<file path="src/rtl/core/sctc_pkg.sv">
`timescale 1ns / 1ps
// ----------------------------------------------------------------------------
// sctc_pkg - shared types and constants of the subtitle cue timing checker
// Issue codes, severities, register map, reset values and the queue word.
// ----------------------------------------------------------------------------
package sctc_pkg;

  // Default widths and sizes
  localparam int TIME_WIDTH_DEFAULT  = 32;
  localparam int QUEUE_DEPTH_DEFAULT = 4;

  // Field widths fixed by the interface
  localparam int FIELD_TIME_WIDTH = 32;
  localparam int CUE_WIDTH        = 16;
  localparam int CHARS_WIDTH      = 16;
  localparam int CPS_WIDTH        = 16;
  localparam int ENABLE_WIDTH     = 5;
  localparam int CODE_WIDTH       = 3;
  localparam int SEV_WIDTH        = 2;
  localparam int NUM_ISSUES       = 8;

  // Configuration port
  localparam int CFG_DATA_WIDTH = 32;
  localparam int CFG_ADDR_WIDTH = 5;
  localparam int REG_IDX_WIDTH  = 3;

  localparam logic [REG_IDX_WIDTH-1:0] REG_CHECK_ENABLES = 3'd0;
  localparam logic [REG_IDX_WIDTH-1:0] REG_MIN_DURATION  = 3'd1;
  localparam logic [REG_IDX_WIDTH-1:0] REG_MAX_DURATION  = 3'd2;
  localparam logic [REG_IDX_WIDTH-1:0] REG_OVERLAP_TOL   = 3'd3;
  localparam logic [REG_IDX_WIDTH-1:0] REG_MAX_CPS       = 3'd4;
  localparam logic [REG_IDX_WIDTH-1:0] REG_MEDIA_LENGTH  = 3'd5;

  // Reset values of the registers
  localparam logic [ENABLE_WIDTH-1:0]     RST_CHECK_ENABLES = 5'h1F;
  localparam logic [FIELD_TIME_WIDTH-1:0] RST_MIN_DURATION  = 32'h0000_0000;
  localparam logic [FIELD_TIME_WIDTH-1:0] RST_MAX_DURATION  = 32'hFFFF_FFFF;
  localparam logic [FIELD_TIME_WIDTH-1:0] RST_OVERLAP_TOL   = 32'h0000_0000;
  localparam logic [CPS_WIDTH-1:0]        RST_MAX_CPS       = 16'hFFFF;
  localparam logic [FIELD_TIME_WIDTH-1:0] RST_MEDIA_LENGTH  = 32'h0000_0000;

  // Bits of check_enables
  localparam int EN_EMPTY    = 0;
  localparam int EN_DURATION = 1;
  localparam int EN_ORDER    = 2;
  localparam int EN_OVERLAP  = 3;
  localparam int EN_SPEED    = 4;

  // Issue codes; each is also its bit in the issue mask
  localparam logic [CODE_WIDTH-1:0] ISSUE_EMPTY        = 3'd0;
  localparam logic [CODE_WIDTH-1:0] ISSUE_BAD_DURATION = 3'd1;
  localparam logic [CODE_WIDTH-1:0] ISSUE_SHORT        = 3'd2;
  localparam logic [CODE_WIDTH-1:0] ISSUE_LONG         = 3'd3;
  localparam logic [CODE_WIDTH-1:0] ISSUE_ORDER        = 3'd4;
  localparam logic [CODE_WIDTH-1:0] ISSUE_OVERLAP      = 3'd5;
  localparam logic [CODE_WIDTH-1:0] ISSUE_FAST         = 3'd6;
  localparam logic [CODE_WIDTH-1:0] ISSUE_RANGE        = 3'd7;

  localparam logic [SEV_WIDTH-1:0] SEV_INFO    = 2'd0;
  localparam logic [SEV_WIDTH-1:0] SEV_WARNING = 2'd1;
  localparam logic [SEV_WIDTH-1:0] SEV_ERROR   = 2'd2;

  // Timing constants
  localparam int RANGE_SLACK_MS     = 500;
  localparam int SPEED_MIN_DUR_MS   = 200;
  localparam int CPS_SCALE          = 10000;
  localparam int CPS_SCALE_WIDTH    = 14;
  localparam int CHARS_PROD_WIDTH   = CHARS_WIDTH + CPS_SCALE_WIDTH;

  typedef struct packed {
    logic [ENABLE_WIDTH-1:0]     check_enables;
    logic [FIELD_TIME_WIDTH-1:0] min_duration_ms;
    logic [FIELD_TIME_WIDTH-1:0] max_duration_ms;
    logic [FIELD_TIME_WIDTH-1:0] overlap_tolerance_ms;
    logic [CPS_WIDTH-1:0]        max_cps_tenths;
    logic [FIELD_TIME_WIDTH-1:0] media_length_ms;
  } sctc_cfg_t;

  // One queued cue: the set of findings and the cue it belongs to
  typedef struct packed {
    logic [NUM_ISSUES-1:0] mask;
    logic [CUE_WIDTH-1:0]  cue;
  } sctc_entry_t;

  function automatic logic [SEV_WIDTH-1:0] issue_severity(input logic [CODE_WIDTH-1:0] code);
    logic [SEV_WIDTH-1:0] sev;
    unique case (code)
      ISSUE_EMPTY:        sev = SEV_WARNING;
      ISSUE_BAD_DURATION: sev = SEV_ERROR;
      ISSUE_SHORT:        sev = SEV_WARNING;
      ISSUE_LONG:         sev = SEV_WARNING;
      ISSUE_ORDER:        sev = SEV_ERROR;
      ISSUE_OVERLAP:      sev = SEV_WARNING;
      ISSUE_FAST:         sev = SEV_INFO;
      ISSUE_RANGE:        sev = SEV_WARNING;
      default:            sev = SEV_INFO;
    endcase
    return sev;
  endfunction

endpackage

</file>
<file path="src/rtl/core/sctc_front.sv">
`timescale 1ns / 1ps
// ----------------------------------------------------------------------------
// sctc_front - cue intake and classification
// Two-stage pipeline: compare stage with previous-cue tracking, then the
// reading-speed cross products; pushes nonempty issue masks to the queue.
// ----------------------------------------------------------------------------
module sctc_front #(
  parameter int TIME_WIDTH = sctc_pkg::TIME_WIDTH_DEFAULT
) (
  input  logic                                   clk,
  input  logic                                   rst,
  input  sctc_pkg::sctc_cfg_t                    cfg,
  input  logic                                   cue_valid,
  output logic                                   cue_stall,
  input  logic                                   group_start,
  input  logic [sctc_pkg::CUE_WIDTH-1:0]         cue_id,
  input  logic [sctc_pkg::FIELD_TIME_WIDTH-1:0]  start_ms,
  input  logic [sctc_pkg::FIELD_TIME_WIDTH-1:0]  end_ms,
  input  logic                                   is_empty,
  input  logic [sctc_pkg::CHARS_WIDTH-1:0]       text_chars,
  output logic                                   push,
  output sctc_pkg::sctc_entry_t                  push_entry,
  input  logic                                   queue_full
);

  localparam int TW = TIME_WIDTH;
  // wide enough for a time plus a 32-bit register without overflow
  localparam int WW = ((TW > sctc_pkg::FIELD_TIME_WIDTH) ? TW : sctc_pkg::FIELD_TIME_WIDTH) + 1;
  localparam int PW = sctc_pkg::CPS_WIDTH + TW;

  // previous-cue tracking
  logic [TW-1:0] last_start;
  logic [TW-1:0] last_end;
  logic          have_prev;

  // stage 1
  logic                                 s1_valid;
  logic [sctc_pkg::NUM_ISSUES-1:0]      s1_mask;
  logic [sctc_pkg::CUE_WIDTH-1:0]       s1_cue;
  logic                                 s1_speed;
  logic [TW-1:0]                        s1_dur;
  logic [sctc_pkg::CHARS_WIDTH-1:0]     s1_chars;

  // stage 2
  logic                                 s2_valid;
  logic [sctc_pkg::NUM_ISSUES-1:0]      s2_mask;
  logic [sctc_pkg::CUE_WIDTH-1:0]       s2_cue;
  logic                                 s2_speed;
  logic [sctc_pkg::CHARS_PROD_WIDTH-1:0] s2_chars_prod;
  logic [PW-1:0]                        s2_limit_prod;

  logic          accept;
  logic          adv1;
  logic          adv2;
  logic [TW-1:0] start_t;
  logic [TW-1:0] end_t;
  logic          positive;
  logic [TW-1:0] dur;
  logic          prev_ok;
  logic          dur_check;
  logic          f_short;
  logic          f_order;
  logic [sctc_pkg::NUM_ISSUES-1:0] mask_c;
  logic [sctc_pkg::NUM_ISSUES-1:0] s2_mask_full;
  logic          fast;

  assign start_t  = TW'(start_ms);
  assign end_t    = TW'(end_ms);
  assign positive = end_t > start_t;
  assign dur      = end_t - start_t;
  assign prev_ok  = have_prev && !group_start;

  assign dur_check = cfg.check_enables[sctc_pkg::EN_DURATION] && (end_t != '0);
  assign f_short   = positive && (WW'(dur) < WW'(cfg.min_duration_ms));
  assign f_order   = prev_ok && cfg.check_enables[sctc_pkg::EN_ORDER] && (start_t < last_start);

  always_comb begin
    mask_c = '0;
    mask_c[sctc_pkg::ISSUE_EMPTY] = cfg.check_enables[sctc_pkg::EN_EMPTY] && is_empty;
    mask_c[sctc_pkg::ISSUE_BAD_DURATION] = dur_check && !positive;
    mask_c[sctc_pkg::ISSUE_SHORT] = dur_check && f_short;
    mask_c[sctc_pkg::ISSUE_LONG] = dur_check && positive && !f_short &&
                                   (WW'(dur) > WW'(cfg.max_duration_ms));
    mask_c[sctc_pkg::ISSUE_ORDER] = f_order;
    mask_c[sctc_pkg::ISSUE_OVERLAP] = prev_ok && !f_order &&
        cfg.check_enables[sctc_pkg::EN_OVERLAP] &&
        ((WW'(start_t) + WW'(cfg.overlap_tolerance_ms)) < WW'(last_end));
    mask_c[sctc_pkg::ISSUE_RANGE] = (cfg.media_length_ms != '0) &&
        (WW'(start_t) > (WW'(cfg.media_length_ms) + WW'(sctc_pkg::RANGE_SLACK_MS)));
  end

  // fast finding closes at the end of stage 2
  assign fast = s2_speed &&
                (PW'(s2_chars_prod) > s2_limit_prod);

  always_comb begin
    s2_mask_full = s2_mask;
    s2_mask_full[sctc_pkg::ISSUE_FAST] = fast;
  end

  // clean cues retire without queue space
  assign push       = s2_valid && (s2_mask_full != '0) && !queue_full;
  assign push_entry = '{mask: s2_mask_full, cue: s2_cue};

  assign adv2      = !s2_valid || (s2_mask_full == '0) || !queue_full;
  assign adv1      = !s1_valid || adv2;
  assign cue_stall = !adv1;
  assign accept    = cue_valid && adv1;

  always_ff @(posedge clk) begin
    if (rst) begin
      have_prev  <= 1'b0;
      last_start <= '0;
      last_end   <= '0;
      s1_valid   <= 1'b0;
      s2_valid   <= 1'b0;
    end else begin
      if (accept) begin
        have_prev  <= 1'b1;
        last_start <= start_t;
        last_end   <= positive ? end_t : start_t;
      end
      if (adv1) begin
        s1_valid <= accept;
      end
      if (adv2) begin
        s2_valid <= s1_valid;
      end
    end
  end

  always_ff @(posedge clk) begin
    if (accept) begin
      s1_mask  <= mask_c;
      s1_cue   <= cue_id;
      s1_speed <= cfg.check_enables[sctc_pkg::EN_SPEED] && positive && !is_empty &&
                  (dur > TW'(sctc_pkg::SPEED_MIN_DUR_MS));
      s1_dur   <= dur;
      s1_chars <= text_chars;
    end
    if (adv2 && s1_valid) begin
      s2_mask       <= s1_mask;
      s2_cue        <= s1_cue;
      s2_speed      <= s1_speed;
      s2_chars_prod <= sctc_pkg::CHARS_PROD_WIDTH'(s1_chars) *
                       sctc_pkg::CHARS_PROD_WIDTH'(sctc_pkg::CPS_SCALE);
      s2_limit_prod <= PW'(cfg.max_cps_tenths) * PW'(s1_dur);
    end
  end

endmodule

</file>
<file path="config.mk">
export PLATFORM = sky130hd
export DESIGN_NAME = sctc_front
export DESIGN_NICKNAME = d
export VERILOG_FILES = /design/src/rtl/core/sctc_pkg.sv /design/src/rtl/core/sctc_front.sv
export SDC_FILE = /design/constraint.sdc
export NUM_CORES = 2
export LEC_CHECK = 0
export BUFFER_PORTS_ARGS = -buffer_cell sky130_fd_sc_hd__buf_2
export CAP_MARGIN = 10
export CELL_PAD_IN_SITES_DETAIL_PLACEMENT = 0
export CELL_PAD_IN_SITES_GLOBAL_PLACEMENT = 2
export CORE_AREA = 5 5 291 349
export DETAILED_ROUTE_END_ITERATION = 16
export DIE_AREA = 0 0 296 354
export PLACE_DENSITY = 0.8
export RECOVER_POWER = 100
export SYNTH_ARGS = -nofsm -noshare
export SYNTH_HDL_FRONTEND = slang
export SYNTH_SLANG_ARGS = --single-unit
export TNS_END_PERCENT = 100
</file>
<file path="constraint.sdc">
create_clock -name clk -period 6.7 [get_ports clk]
set_input_delay 0.67 -clock clk [delete_from_list [all_inputs] [get_ports clk]]
set_output_delay 0.67 -clock clk [all_outputs]
set_load 0.005 [all_outputs]
</file>
==> metrics.md <==
| Metric | Value |
|---|---|
| Status | `finished, violations left` |
| Failing checks | `capacitance limit, slew limit` |
| Vias in the first global route | `29,890` |
| MaxCap Viol Count | `4` |
| Hold path depth | `1` |
| WL final | `106.1 mm` |
| IO Pins | `277` |
| # H-tree levels | `1` |
| Multiplexer share of the synthesized area | `0.01837` |
| Chip height | `354 um` |
| Top post-synthesis cells by area | `fa_1 (26%), ha_1 (16%), edfxtp_1 (15%)` |
| Max Buffers Root-to-Sink | `3` |
| Warnings from Yosys | `0` |
| Area of the mapped netlist | `0.03487 mm^2` |
| Sink Count | `237` |
| Detail Route Antenna Nets | `0` |
| CP max FO | `4` |
| Worst clock skew | `56.57 ps` |
| Die Span X | `296 um` |
| Worst path max stage delay | `560 ps` |
| Placed insts | `5,440` |
| Clk_lat worst skew | `620 ps` |
| # fillers | `9,880` |
| HPWL Detailed | `89.84 mm` |
| Compound-Gate Fraction of Synth Area | `0.09731` |
| Final #Nets | `5,362` |
| Post-synth EDFFs | `170` |
| Crit path depth | `24` |
| Worst Path Arrival | `6960 ps` |
| Final Cycle Share | `0.9902` |
| CTS buffer count | `30` |
| Crit path required time | `7020 ps` |
| Clock Tree Root | `clkbuf_16` |
| Most crowded layer after global routing | `met2` |
| Slew HR | `-1.207` |
| Total global-route track usage | `0.2039` |
| Non-Filler Instances | `5,529` |
| Worst slew pin tran | `3310 ps` |
| Grt total ovfl | `0` |
| Yosys reg bits | `237` |
| Core Area | `0.09790 mm^2` |
| TritonRoute pass-1 iters | `5` |
| Synth top cells by count | `inv_1 (777), fa_1 (455), ha_1 (439)` |
| Slew Viols, Final | `207` |
| CP Buf/Inv Count | `5` |
| CP endpoint kind | `register` |
| Die area | `0.1048 mm^2` |
| Endpoints failing hold | `0` |
| Reg area | `0.006446 mm^2` |
| Post-route cell area | `0.04070 mm^2` |
| Critical Path, Cell by Cell | `buf_12 > and2_4 > fa_1 > inv_1 > fa_1 > fa_2 > fa_1 > inv_2 > fa_1 > inv_1 > fa_1 > inv_2 > ha_4 > and3_4 > o2111ai_1 > o211ai_1 > a221oi_2 > a2111oi_4 > o31ai_4 > o21ai_2 > nand4_1 > nand3b_1 > a21oi_2 > xnor2_1` |
| DRC viols | `0` |
| Row count | `126` |
| Simple-Gate Fraction of Synth Area | `0.1444` |
| Met1 global-route usage | `0.2280` |
| Final setup violation count | `0` |
| Startpoint types | `register` |
| Initial antenna violation count | `19` |
| PnR worst setup slack | `65.84 ps` |
| GR Util met2 | `0.4011` |
| Most common cell in the netlist | `inv_1` |
| Crit path max-delay family | `adder cells` |
| Largest net degree at the start of global routing | `71` |
| Final core utilization | `0.4158` |
| Avg Inst Size Synth | `9.208 um^2` |
| Min Tclk post-route | `6634 ps` |
| DR vias/cell | `4.925` |
| DR iter-0 viols | `1,079` |
| Top-area cell type share of the netlist area | `0.2612` |
| Input/output buffers | `276` |
| Synth area leader | `fa_1` |
| DR vias | `27,230` |
| Post-synthesis sequential area ratio | `0.1849` |
| Share of layout cells above drive strength 1 | `0.1483` |
| Post-place instance area | `0.03913 mm^2` |
| Place WS | `-350.2 ps` |
| CP most frequent cell | `fa_1` |
| Fmax | `150.7 MHz` |
| Cts hold-fix bufs | `0` |
| First-pass GRT wire length | `167.2 mm` |
| Main synth FF type | `edfxtp_1` |
| Crit-path slowest cell | `fa_1` |
| RSZ-0062 raised after global routing | `yes` |
| Met3 Use GR | `0.02447` |
| R2r worst-path depth | `24` |
| Multi-input logic area | `0.02531 mm^2` |
| Wire per inst | `19.20 um` |
| Synth cell types | `79` |
| CTS tree | `done` |
| Adder-cell area share of the yosys netlist | `0.4187` |
| Cell count after synthesis | `3,787` |
| Layout area overhead | `16.72%` |
| Gpl congestion | `0.8603` |
| Critical setup path kind | `reg -> reg` |
| Async set-reset flop share out of synthesis | `0` |
| Xor-xnor portion of the synthesized cell area | `0.03642` |
| Main combinational cell family by area after synthesis | `adder cells` |
| Clock-pin slew on the worst setup and hold paths | `70 ps` |
| Initial Util | `0.3562` |
| Syn_nets | `4,932` |
| Hold Crit Class | `in -> reg` |
-- path summary, 6_finish.rpt --
path	start	end	slack [ps]
setup reg to reg	s1_dur[5]	s2_limit_prod[45]	70
hold / removal	cue_id[11]	s1_cue[11]	220
setup / recovery	s1_dur[5]	s2_limit_prod[45]	70
hold reg to reg	s1_cue[14]	s2_cue[14]	420
-- per-stage QoR --
stage          hold WS (ps)  setup TNS, ps
2_1_floorplan         400.3         -29.91
3_3_place_gp          400.6          -3287
3_5_place_dp          404.5          -3607
4_1_cts               163.8              0
5_1_grt               173.4          -4392
6_report              224.0              0
-- worst register-to-register path: cells and delay by family, from the launching register on --
| family | cells | cell delay, ps |
|---|---|---|
| simple gates | 4 | 600 |
| flops | 1 | 430 |
| compound gates | 7 | 1490 |
| fa+ha+maj | 7 | 3330 |
| xor+xnor | 1 | 120 |
| buf+inv | 5 | 380 |
-- cell families after synthesis --
family                     after synthesis
muxes                                   64
AOI/OAI and AO/OA                      523
adders and majority gates              894
buffers and inverters                  896
xor gates and xnor gates               145
DFF                                    237
and+or+nand+nor                       1028
-- layer usage --
metal | up-vias | wire [um]
li1 | 13090 | -
met5 | - | 74
met4 | 12 | 3869
met1 | 13500 | 40490
met3 | 170 | 3309
met2 | 453 | 58390
-- layout by cell type, fill, tap and decap left out, types with 9 or more instances in the layout --
cell       Yosys  routed
xor2_1        47      47
nand4_1       58      58
buf_4          2     195
a211oi_1      45      45
and3_1        11       9
o21a_1        23      23
nor4_1        30      30
nor2_1       157     156
nand2b_1      27      27
xnor2_1       98      98
a21oi_1      167     157
ha_4           0      14
ha_1         439     425
edfxtp_1     170     170
mux2i_1       64      64
fa_1         455     435
o21ai_0       85      83
buf_12         1      18
inv_1        777     761
buf_6          1       9
a31oi_1       14      13
clkbuf_1     102      44
fa_2           0      20
buf_2          6     249
inv_2          0      16
nand2_1      390     384
a21oi_2        1      10
o21bai_1      20      19
and2_1       216     204
nand3_1       39      39
o31ai_1       12      11
dfxtp_1       67      67
a21o_1        88      88
nor3_1        28      28
clkbuf_16      0      31
nor2b_1       35      34
-- cell type report --
type	count	share of cell area
tap	1280	0.03935
inverter	777	0.07165
clock inverter	18	0.004119
multi-input combinational	2654	0.6219
timing repair buffer	517	0.08423
antenna	8	0.0004918
clock buffer	38	0.01992
sequential	237	0.1584
-- state kept, by name, summed over array words and instances (netlist names), 7 cells and up --
register,cells
s2_limit_prod,48
last_end,32
last_start,32
s1_dur,32
s2_chars_prod,26
s1_chars,16
s1_cue,16
s2_cue,16
s1_mask,7
s2_mask,7
-- timing repair --
action,4_1_cts,5_1_grt
gates cloned,1,1
pin swaps,37,95
endpoints found under the setup margin,11,13
setup buffers,9,17
gates resized for setup,31,82
Power is not shown: default switching activity piles up to over one toggle a cycle in this logic, so the estimate is an artifact.
